[config.mk]
export PLATFORM = sky130hd
export DESIGN_NAME = enhanced_clock_victim_select
export DESIGN_NICKNAME = d
export VERILOG_FILES = /design/src/hw/rtl/ecvs_pkg.sv /design/src/hw/rtl/enhanced_clock_victim_select.sv /design/src/hw/rtl/ecvs_ram.sv
export SDC_FILE = /design/constraint.sdc
export NUM_CORES = 1
export LEC_CHECK = 0
export ABC_AREA = 1
export BUFFER_PORTS_ARGS = -buffer_cell sky130_fd_sc_hd__buf_2
export CAP_MARGIN = 30
export CORE_MARGIN = 3
export CORE_UTILIZATION = 34
export CTS_CLUSTER_DIAMETER = 120
export DETAILED_ROUTE_END_ITERATION = 8
export SYNTH_ARGS = -nofsm -noshare
export SYNTH_HDL_FRONTEND = slang
export SYNTH_HIERARCHICAL = 1
export SYNTH_SLANG_ARGS = --single-unit
[constraint.sdc]
create_clock -name aclk -period 7.9 [get_ports aclk]
set_input_delay 0.395 -clock aclk [delete_from_list [all_inputs] [get_ports aclk]]
set_output_delay 0.395 -clock aclk [all_outputs]
set_load 0.01 [all_outputs]
[src/hw/rtl/ecvs_pkg.sv]
// Shared field widths and request mode codes for the clock victim selector.
`default_nettype none

package ecvs_pkg;

    localparam int FRAME_W = 5;
    localparam int CFG_W   = 6;

    typedef enum logic [1:0] {
        MODE_ACCESS = 2'd0,
        MODE_SELECT = 2'd1,
        MODE_FILL   = 2'd2,
        MODE_NONE   = 2'd3
    } mode_t;

endpackage

`default_nettype wire

[src/hw/rtl/enhanced_clock_victim_select.sv]
// Enhanced second-chance clock victim selector: top level.
// Access, fill and unused-mode requests get a registered result that appears the
// cycle after acceptance; they can follow back to back while m_ready is high.
// A victim select probes one frame per cycle through the RAM read port, for at
// most four sweeps of the swept count, and then registers the result.
// After reset both bit RAMs are cleared one frame at a time with s_ready low.
`default_nettype none

module enhanced_clock_victim_select #(
    parameter int MAX_FRAMES = 32
) (
    input  wire logic                           aclk,
    input  wire logic                           aresetn,

    input  wire logic                           cfg_valid,
    output logic                                cfg_ready,
    input  wire logic [ecvs_pkg::CFG_W-1:0]     cfg_frames_in_use,

    input  wire logic                           s_valid,
    output logic                                s_ready,
    input  wire logic [1:0]                     s_mode,
    input  wire logic [ecvs_pkg::FRAME_W-1:0]   s_frame,
    input  wire logic                           s_is_write,

    output logic                                m_valid,
    input  wire logic                           m_ready,
    output logic                                m_victim_found,
    output logic [ecvs_pkg::FRAME_W-1:0]        m_victim_frame,
    output logic                                m_victim_dirty
);

    localparam int AW = $clog2(MAX_FRAMES);
    localparam int NW = $clog2(MAX_FRAMES + 1);
    localparam int CW = (NW > ecvs_pkg::CFG_W) ? NW : ecvs_pkg::CFG_W;

    typedef enum logic [1:0] {
        ST_CLEAR,
        ST_IDLE,
        ST_SEARCH
    } state_t;

    state_t                       state_reg;
    logic [ecvs_pkg::CFG_W-1:0]   fiu_reg;
    logic [AW-1:0]                hand_reg;
    logic [AW-1:0]                clr_cnt_reg;
    logic [AW-1:0]                probe_reg;
    logic [AW-1:0]                step_cnt_reg;
    logic                         pass_b_reg;
    logic                         fwd_valid_reg;
    logic                         fwd_data_reg;
    logic                         m_valid_reg;
    logic                         found_reg;
    logic [ecvs_pkg::FRAME_W-1:0] vframe_reg;
    logic                         vdirty_reg;

    logic [CW-1:0] fiu_ext;
    logic [NW-1:0] sweep_n;
    logic [AW-1:0] start_f;
    logic [AW-1:0] probe_next;
    logic [AW-1:0] rd_addr;
    logic          s_fire;
    logic          frame_ok;
    logic          use_q;
    logic          mod_q;
    logic          use_eff;
    logic          hit;
    logic          pass_end;
    logic          res_load;

    logic          use_we;
    logic [AW-1:0] use_waddr;
    logic          use_wdata;
    logic          mod_we;
    logic [AW-1:0] mod_waddr;
    logic          mod_wdata;

    assign cfg_ready      = 1'b1;
    assign s_ready        = (state_reg == ST_IDLE) && (!m_valid_reg || m_ready);
    assign s_fire         = s_valid && s_ready;
    assign m_valid        = m_valid_reg;
    assign m_victim_found = found_reg;
    assign m_victim_frame = vframe_reg;
    assign m_victim_dirty = vdirty_reg;

    // swept count: zero sweeps one frame, anything above the store is clamped
    always_comb begin
        fiu_ext = CW'(fiu_reg);
        if (fiu_ext == '0) begin
            sweep_n = NW'(1);
        end else if (fiu_ext > CW'(MAX_FRAMES)) begin
            sweep_n = NW'(MAX_FRAMES);
        end else begin
            sweep_n = NW'(fiu_ext);
        end
    end

    assign start_f    = (NW'(hand_reg) >= sweep_n) ? '0 : hand_reg;
    assign probe_next = ((NW'(probe_reg) + NW'(1)) >= sweep_n) ? '0 : probe_reg + AW'(1);
    assign rd_addr    = (state_reg == ST_SEARCH) ? probe_next : start_f;
    assign frame_ok   = (32'(s_frame) < 32'(MAX_FRAMES));

    // use bit cleared in the same cycle it is read back (single-frame sweep)
    assign use_eff  = fwd_valid_reg ? fwd_data_reg : use_q;
    assign hit      = (state_reg == ST_SEARCH) && !use_eff && (mod_q == pass_b_reg);
    assign pass_end = (NW'(step_cnt_reg) == (sweep_n - NW'(1)));

    // a new result enters the output register this cycle
    assign res_load = hit || ((state_reg == ST_IDLE) && s_fire
                              && (s_mode != ecvs_pkg::MODE_SELECT));

    always_comb begin
        use_we    = 1'b0;
        use_waddr = AW'(s_frame);
        use_wdata = 1'b1;
        mod_we    = 1'b0;
        mod_waddr = AW'(s_frame);
        mod_wdata = s_is_write;
        unique case (state_reg)
            ST_CLEAR: begin
                use_we    = 1'b1;
                use_waddr = clr_cnt_reg;
                use_wdata = 1'b0;
                mod_we    = 1'b1;
                mod_waddr = clr_cnt_reg;
                mod_wdata = 1'b0;
            end
            ST_IDLE: begin
                if (s_fire && frame_ok) begin
                    case (s_mode)
                        ecvs_pkg::MODE_ACCESS: begin
                            use_we    = 1'b1;
                            mod_we    = s_is_write;
                            mod_wdata = 1'b1;
                        end
                        ecvs_pkg::MODE_FILL: begin
                            use_we = 1'b1;
                            mod_we = 1'b1;
                        end
                        default: begin
                        end
                    endcase
                end
            end
            ST_SEARCH: begin
                // second pass clears use on every frame it skips
                use_we    = !hit && pass_b_reg;
                use_waddr = probe_reg;
                use_wdata = 1'b0;
            end
            default: begin
            end
        endcase
    end

    ecvs_ram #(
        .WIDTH (1),
        .DEPTH (MAX_FRAMES)
    ) u_use_ram (
        .aclk  (aclk),
        .we    (use_we),
        .waddr (use_waddr),
        .wdata (use_wdata),
        .raddr (rd_addr),
        .rdata (use_q)
    );

    ecvs_ram #(
        .WIDTH (1),
        .DEPTH (MAX_FRAMES)
    ) u_mod_ram (
        .aclk  (aclk),
        .we    (mod_we),
        .waddr (mod_waddr),
        .wdata (mod_wdata),
        .raddr (rd_addr),
        .rdata (mod_q)
    );

    always_ff @(posedge aclk) begin
        if (!aresetn) begin
            state_reg     <= ST_CLEAR;
            fiu_reg       <= ecvs_pkg::CFG_W'(32);
            hand_reg      <= '0;
            clr_cnt_reg   <= '0;
            probe_reg     <= '0;
            step_cnt_reg  <= '0;
            pass_b_reg    <= 1'b0;
            fwd_valid_reg <= 1'b0;
            fwd_data_reg  <= 1'b0;
            m_valid_reg   <= 1'b0;
            found_reg     <= 1'b0;
            vframe_reg    <= '0;
            vdirty_reg    <= 1'b0;
        end else begin
            if (cfg_valid && cfg_ready) begin
                fiu_reg <= cfg_frames_in_use;
            end
            if (m_valid_reg && m_ready && !res_load) begin
                m_valid_reg <= 1'b0;
            end
            fwd_valid_reg <= use_we && (use_waddr == rd_addr);
            fwd_data_reg  <= use_wdata;

            unique case (state_reg)
                ST_CLEAR: begin
                    clr_cnt_reg <= clr_cnt_reg + AW'(1);
                    if (clr_cnt_reg == AW'(MAX_FRAMES - 1)) begin
                        state_reg <= ST_IDLE;
                    end
                end
                ST_IDLE: begin
                    if (s_fire) begin
                        if (s_mode == ecvs_pkg::MODE_SELECT) begin
                            probe_reg    <= start_f;
                            step_cnt_reg <= '0;
                            pass_b_reg   <= 1'b0;
                            state_reg    <= ST_SEARCH;
                        end else begin
                            m_valid_reg <= 1'b1;
                            found_reg   <= 1'b0;
                            vframe_reg  <= '0;
                            vdirty_reg  <= 1'b0;
                        end
                    end
                end
                ST_SEARCH: begin
                    if (hit) begin
                        // a victim is always found within two rounds of passes
                        hand_reg    <= probe_next;
                        m_valid_reg <= 1'b1;
                        found_reg   <= 1'b1;
                        vframe_reg  <= ecvs_pkg::FRAME_W'(probe_reg);
                        vdirty_reg  <= pass_b_reg;
                        state_reg   <= ST_IDLE;
                    end else begin
                        probe_reg <= probe_next;
                        if (pass_end) begin
                            step_cnt_reg <= '0;
                            pass_b_reg   <= !pass_b_reg;
                        end else begin
                            step_cnt_reg <= step_cnt_reg + AW'(1);
                        end
                    end
                end
                default: begin
                    state_reg <= ST_IDLE;
                end
            endcase
        end
    end

endmodule

`default_nettype wire

[src/hw/rtl/ecvs_ram.sv]
// Generic single-write, single-read RAM with a registered read port.
`default_nettype none

module ecvs_ram #(
    parameter int WIDTH = 1,
    parameter int DEPTH = 32
) (
    input  wire logic                     aclk,
    input  wire logic                     we,
    input  wire logic [$clog2(DEPTH)-1:0] waddr,
    input  wire logic [WIDTH-1:0]         wdata,
    input  wire logic [$clog2(DEPTH)-1:0] raddr,
    output logic      [WIDTH-1:0]         rdata
);

    logic [WIDTH-1:0] mem [DEPTH];

    always_ff @(posedge aclk) begin
        if (we) begin
            mem[waddr] <= wdata;
        end
        rdata <= mem[raddr];
    end

endmodule

`default_nettype wire
# After elaboration in Yosys (flattened, before gate mapping)
# Memories as Yosys holds them, arrays and structs flattened. A register that Yosys moved wholly into a read port is not among the register bits.
# Index checks and enable logic that the tools add are counted.
# classes
n_lt_le_gt_ge	3
n_mux	56
n_reduce_logical	28
add_sub_neg	5
eq_ne	16
# ops
cell	count
5-bit 2-to-1 mux	14
5-bit case mux with 2 select lines	4
1-bit 2-to-1 mux	23
5-bit by 1-bit adder with 5-bit output, second input constant	3
1-bit case mux with 2 select lines	7
6-bit 2-to-1 mux	2
2-bit != test, second input constant	6
4-bit AND reduction	3
1-bit logical AND	10
2-bit 2-to-1 mux	4
5-bit by 1-bit adder with 6-bit output, second input constant	1
5-bit by 6-bit == test with 1-bit output	1
5-bit by 6-bit greater-or-equal comparator with 1-bit output	1
6-bit greater-or-equal comparator	1
6-bit greater-than comparator, second input constant	1
6-bit zero test	1
2-bit case mux with 3 select lines	1
6-bit by 1-bit subtractor with 6-bit output, second input constant	1
5-bit == test	1
5-bit == test, second input constant	1
1-bit zero test	5
5-bit AND reduction	1
2-bit by 1-bit == test with 1-bit output, second input constant	2
2-bit == test, second input constant	2
8 further kinds	12
# totals
word_cells	123
in_bits	19
mem_count	2
out_inout_bits	10
regBits	39
ram_bits	64
# memory_table
name	depth	width	rd	rd_clocked_by_memory_dff	write_ports	line	source
u_mod_ram.mem	32	1	1	1	1	ecvs_ram.sv:16	logic [WIDTH-1:0] mem [DEPTH];
u_use_ram.mem	32	1	1	1	1	ecvs_ram.sv:16	

# Logic depth before layout (Yosys ltp)
# depth
depth_word	13
ltp_mapped	23
mapped_depth_nobuf	21

# Modules after synthesis
# The synthesis kept the hierarchy.
# modules_own_cells
mod	instances	seq_area_each_um2	cells_per_inst	area_each_um2
enhanced_clock_victim_select	1	780.7	396	2615.0
ecvs_ram (u_use_ram)	1	980.9	160	1555.2
ecvs_ram (u_mod_ram)	1	980.9	160	1552.7

# Least setup slack after synthesis
# OpenSTA, ideal clock, no wires.
# synth_timing
kind	register to register
start	reg state_reg[1]
end	mem u_mod_ram.mem[0], data pin
setup_ps	454
synth_period_minus_slack_ps	2789
stages_incl_launch_ff	9
path_slack_ps	5111
t_required_ps	7446
arrival_time_ps	2335
n_path_buf	0
path_cell_list	dfxtp_1 inv_1 ha_1 inv_2 a21oi_2 nand2_1 inv_1 nand2_1 o21ai_0
# synth_via
elab_chain_len	5
elab_cells_between_ends	6
cone_classes	eq/ne: 1; mux: 2; reduce/logical: 3
# synth_lines
element	line	source
start: declaration	enhanced_clock_victim_select.sv:42	state_t state_reg;
start signal: assignment	enhanced_clock_victim_select.sv:181	state_reg <= ST_CLEAR;
start signal: assignment	enhanced_clock_victim_select.sv:208	state_reg <= ST_IDLE;
start signal: assignment	enhanced_clock_victim_select.sv:217	state_reg <= ST_SEARCH;
2-bit by 1-bit == test with 1-bit output	enhanced_clock_victim_select.sv:78	assign s_ready = (state_reg == ST_IDLE) && (!m_valid_reg || m_ready);
1-bit logical AND	enhanced_clock_victim_select.sv:78	
named net s_ready	enhanced_clock_victim_select.sv:20	output logic s_ready,
1-bit logical AND	enhanced_clock_victim_select.sv:79	assign s_fire = s_valid && s_ready;
1-bit 2-to-1 mux	enhanced_clock_victim_select.sv:128	if (s_fire && frame_ok) begin
1-bit case mux with 2 select lines	enhanced_clock_victim_select.sv:118	unique case (state_reg)
named net mod_wdata	enhanced_clock_victim_select.sv:75	logic mod_wdata;
end: declaration	ecvs_ram.sv:16	
# The timed path passes the listed nets, and every way through them passes these cells.

# Worst setup path after layout
# layout_timing
start	reg probe_reg[0]
end	reg u_use_ram.rdata (read register of u_use_ram.mem)
# layout_via
elab_chain_len	4
elab_cells_between_ends	5
cone_classes	add/sub: 2; order compare: 1; mux: 2
# layout_lines
element	line	source
start: declaration	enhanced_clock_victim_select.sv:46	logic [AW-1:0] probe_reg;
start signal: assignment	enhanced_clock_victim_select.sv:214	probe_reg <= start_f;
start signal: assignment	enhanced_clock_victim_select.sv:236	probe_reg <= probe_next;
5-bit by 1-bit adder with 6-bit output	enhanced_clock_victim_select.sv:98	assign probe_next = ((NW'(probe_reg) + NW'(1)) >= sweep_n) ? '0 : probe_reg + AW'(1);
6-bit greater-or-equal comparator	enhanced_clock_victim_select.sv:98	
5-bit 2-to-1 mux (*)	enhanced_clock_victim_select.sv:98	
5-bit 2-to-1 mux (*)	enhanced_clock_victim_select.sv:99	assign rd_addr = (state_reg == ST_SEARCH) ? probe_next : start_f;
named net rd_addr[1]	enhanced_clock_victim_select.sv:60	logic [AW-1:0] rd_addr;
end: declaration	ecvs_ram.sv:13	output logic [WIDTH-1:0] rdata
# The timed path passes the listed nets; every way through them passes the cells marked *.
# A chain may end at the register's enable or synchronous reset.

==> results.toml <==
[run_status]
outcome = "completed"

[job]
drv_cap = 0

[synth]
yosys-top-cells-area = "sky130_fd_sc_hd__edfxtp_1 (34%), sky130_fd_sc_hd__dfxtp_1 (14%), sky130_fd_sc_hd__nand2_1 (11%)"
synthesis.yosys.warnings = 6
synth_sequential_area_ratio_pct = 47.92
postSynthAreaPerCell_um2 = 7.993
postSynthRegisterBits = 105
synthesis.area_um2 = 5723
netlist_instances = 716
synthesized_netlist_net_count = 755
largest_area_contributor_in_the_netlist = "sky130_fd_sc_hd__edfxtp_1"
synth_enable_flop_cells = 64
postSynth.asyncResetShare_pct = 0
yosysTopAreaCellShare_pct = 33.58
ys_dominant_reg_cell = "sky130_fd_sc_hd__edfxtp_1"
yosys.cell_types.count = 36

[drt]
totalWireLength_mm = 13.40
dr.pass1.iters = 5
drt_iter0_markers = 248
wire_per_inst_um = 13.99
drc_errors = 0
ant_nets = 0
dr_total_vias = 4671
drt-vias-per-instance = 4.876

[worst_hold_path]
worstHoldPathType = "in2reg"
hold_path_end = "fiu_ext[5]$_SDFFE_PN1P_"
worstHoldStart = "cfg_frames_in_use[5]"
hold-path-cell-count = 3

[critical_path]
cp_slowest_stage_delay_ns = 0.71
cp-end-kind = "flop"
startpoint_type = "flop"
worst-path-buf-inv = 2
crit_type = "reg2reg"
crit_slowest_cell = "sky130_fd_sc_hd__nand2_1"
reg2reg_slack_ns = 4.20
worst_ep_required_time_ns = 8.19
cp_cell_sequence = "ha_1 -> nand2_1 -> nor2_1 -> xor2_1 -> ha_1 -> nand2_1 -> inv_2 -> nand2_1 -> nand2_1 -> a21oi_2 -> nand4_1 -> nand2_1 -> inv_2 -> nand3_1 -> nand3_1 -> nand2_1 -> nand2_1 -> nand2_1 -> nand2_1 -> nand2_1"
timing.critical_path.mode_cell = "sky130_fd_sc_hd__nand2_1"
critPathArrivalTime_ns = 4.00
critical_path_cell_count = 20
critical_path.max_fanout = 19
rr_worst_depth = 20
worstReg2RegEnd = "u_use_ram/rdata$_DFF_P_"
critical_path.top_delay_family = "simple AND/OR/NAND/NOR gates"
crit-reg2reg-launch = "probe_reg[0]$_SDFFE_PN0P_"

[finish]
final_core_utilization_pct = 38.82
flow.area_growth_from_synthesis_pct = 9.707
final_cell_count_no_fill = 958
design_area_final_um2 = 6279
diodes = 0
design.final.nets = 776
post_route_cells_drive_above_1_share_pct = 10.78

[placed_design]
placement.setup.worst_slack_ns = 4.229
numPlacedInstances = 942
portBuffers = 27
gp_routability_congestion = 0.8239
placed_area_um2 = 6000
dp_hpwl_mm = 9.258

[pwr]
switching_share_pct = 37.03
clkPwrFrac_pct = 26.2
total_power_mw = 1.647
power.density_cell_area_nw_per_um2 = 262.3
vdd_ir_drop_max_uv = 126.6
p_int_mw = 1.037
switchingPower_mw = 0.6098
power_leakage_nw = 2.583
seqPwrFrac_pct = 43.5
comb_power_share_pct = 30.3

[die]
fp.dieW_um = 135.7
core_um2 = 16170
die-height_um = 135.7
start_util_pct = 35.39
num_rows = 46
design.portCount = 29
die_area_um2 = 18430

[sta]
slew_headroom_pct = 44.29
final.setup.tns_ns = 0
finalSetupViolations = 0
rsz0062_at_grt = "false"
post-route-min-period_ns = 3.704
worst_pin_slew_ns = 0.8337
setup_slack_ns = 4.196
timing.clock.skew_ns = 0.01032
finalHoldViolCount = 0
slew_limit_fails = 0
fmax_mhz = 270.0
layout_worst_path_cycle_share_pct = 46.89
hold-worst-slack_ns = 0.2481

[clock_tree]
cts.clk_slew.worst_paths_ns = 0.07
cts_post_setup_buffers_inserted = 0
tritoncts = "yes"
cts_repair_resize_count = 0
cts.hold.buffers_added = 0
clock_sink_total = 105
clock_latency_ns = 0.35
htree_num_levels = 3
clock_path_buffers = 2
cts_root_buffer = "sky130_fd_sc_hd__clkbuf_16"
cts_made_buffers = 9

[global_route]
vias_in_the_first_global_route = 4390
gr-usage-all-layers_pct = 15.11
grt.overflow.total = 0
grt_start_max_net_pins = 36
antenna_violations_before_repair = 0
first_pass_grt_wire_length_mm = 22.00
kinds of logic (layout without fill, tap and decap cells):
| kind of cell | Yosys count | after routing | synth area share [%] |
|---|---|---|---|
| other | 1 | 1 | 0.06553 |
| AOI/OAI and AO/OA | 77 | 77 | 7.389 |
| DFF | 105 | 105 | 47.92 |
| buffers and inverters | 98 | 124 | 8.111 |
| and+or+nand+nor | 406 | 406 | 30.76 |
| adders and majority gates | 20 | 20 | 4.373 |
| xor gates and xnor gates | 9 | 9 | 1.377 |
placed cells by master, fill, tap and decap left out, drive strengths merged, types with 3 or more instances in the layout:
cell type / synthesis / layout
ha: 20 / 20
nor3: 4 / 4
dfxtp: 41 / 41
nand3: 93 / 93
a31oi: 4 / 4
inv: 78 / 81
o211ai: 3 / 3
clkbuf: 6 / 10
nand2: 182 / 182
o21ai: 35 / 35
buf: 14 / 30
nand4: 17 / 17
a21oi: 31 / 31
edfxtp: 64 / 64
xor2: 8 / 8
nor2: 109 / 109
synth_stat cells, types with 4 or more instances:
| cell type | number |
|---|---|
| sky130_fd_sc_hd__a21oi_1 | 28 |
| sky130_fd_sc_hd__a31oi_1 | 4 |
| sky130_fd_sc_hd__buf_2 | 5 |
| sky130_fd_sc_hd__buf_6 | 5 |
| sky130_fd_sc_hd__clkbuf_1 | 6 |
| sky130_fd_sc_hd__dfxtp_1 | 41 |
| sky130_fd_sc_hd__edfxtp_1 | 64 |
| sky130_fd_sc_hd__ha_1 | 20 |
| sky130_fd_sc_hd__inv_1 | 70 |
| sky130_fd_sc_hd__inv_2 | 5 |
| sky130_fd_sc_hd__nand2_1 | 166 |
| sky130_fd_sc_hd__nand2_2 | 15 |
| sky130_fd_sc_hd__nand3_1 | 91 |
| sky130_fd_sc_hd__nand4_1 | 17 |
| sky130_fd_sc_hd__nor2_1 | 105 |
| sky130_fd_sc_hd__nor3_1 | 4 |
| sky130_fd_sc_hd__o21ai_0 | 25 |
| sky130_fd_sc_hd__o21ai_1 | 9 |
| sky130_fd_sc_hd__xor2_1 | 8 |
area by class of cell:
class	instances	area [µm²]
sequential	105	2743
multi-input combinational	513	2516
timing repair buffer	30	165.2
clock inverter	6	50.05
clock buffer	10	229.0
inverter	78	305.3
fill	1654	9894
tap	216	270.3
how the worst max path moves through the flow:
| stage | from | end | slack [ns] |
|---|---|---|---|
| final | probe_reg[0]$_SDFFE_PN0P_ | u_use_ram/rdata$_DFF_P_ | 4.20 |
| after global routing | probe_reg[0]$_SDFFE_PN0P_ | u_use_ram/rdata$_DFF_P_ | 3.72 |
| after CTS | probe_reg[0]$_SDFFE_PN0P_ | u_use_ram/rdata$_DFF_P_ | 4.19 |
| after detailed placement | probe_reg[1]$_SDFFE_PN0P_ | u_use_ram/rdata$_DFF_P_ | 4.23 |
| after global placement | probe_reg[0]$_SDFFE_PN0P_ | u_use_ram/rdata$_DFF_P_ | 4.21 |
| after floorplan | state_reg[1]$_SDFFE_PN0P_ | u_mod_ram/mem[0]$_DFFE_PP_ | 5.11 |
tightest hold or removal path: stages:
cell and delay [ns]:
sky130_fd_sc_hd__buf_2 0.08, sky130_fd_sc_hd__a21oi_1 0.04, sky130_fd_sc_hd__o21ai_0 0.06
power groups by stage:
stage / sequential, mW / combinational [mW] / clock (mW)
floorplan: 0.722 / 0.357 / 0
global placement: 0.728 / 0.488 / 0
detailed placement: 0.726 / 0.494 / 0
CTS: 0.715 / 0.498 / 0.440
global route: 0.722 / 0.565 / 0.464
finish: 0.716 / 0.499 / 0.432
routing by layer:
metal	wire [µm]	vias to the layer above	part of all wire (%)	GRT usage [%]
li1	-	2413	-	-
met1	6532	2150	49	20.72
met3	536	16	4.0	2.712
met5	0	-	0	0
met2	6059	92	45	23.89
met4	274	0	2.0	5.655
Power figures use the tool's default switching activity.
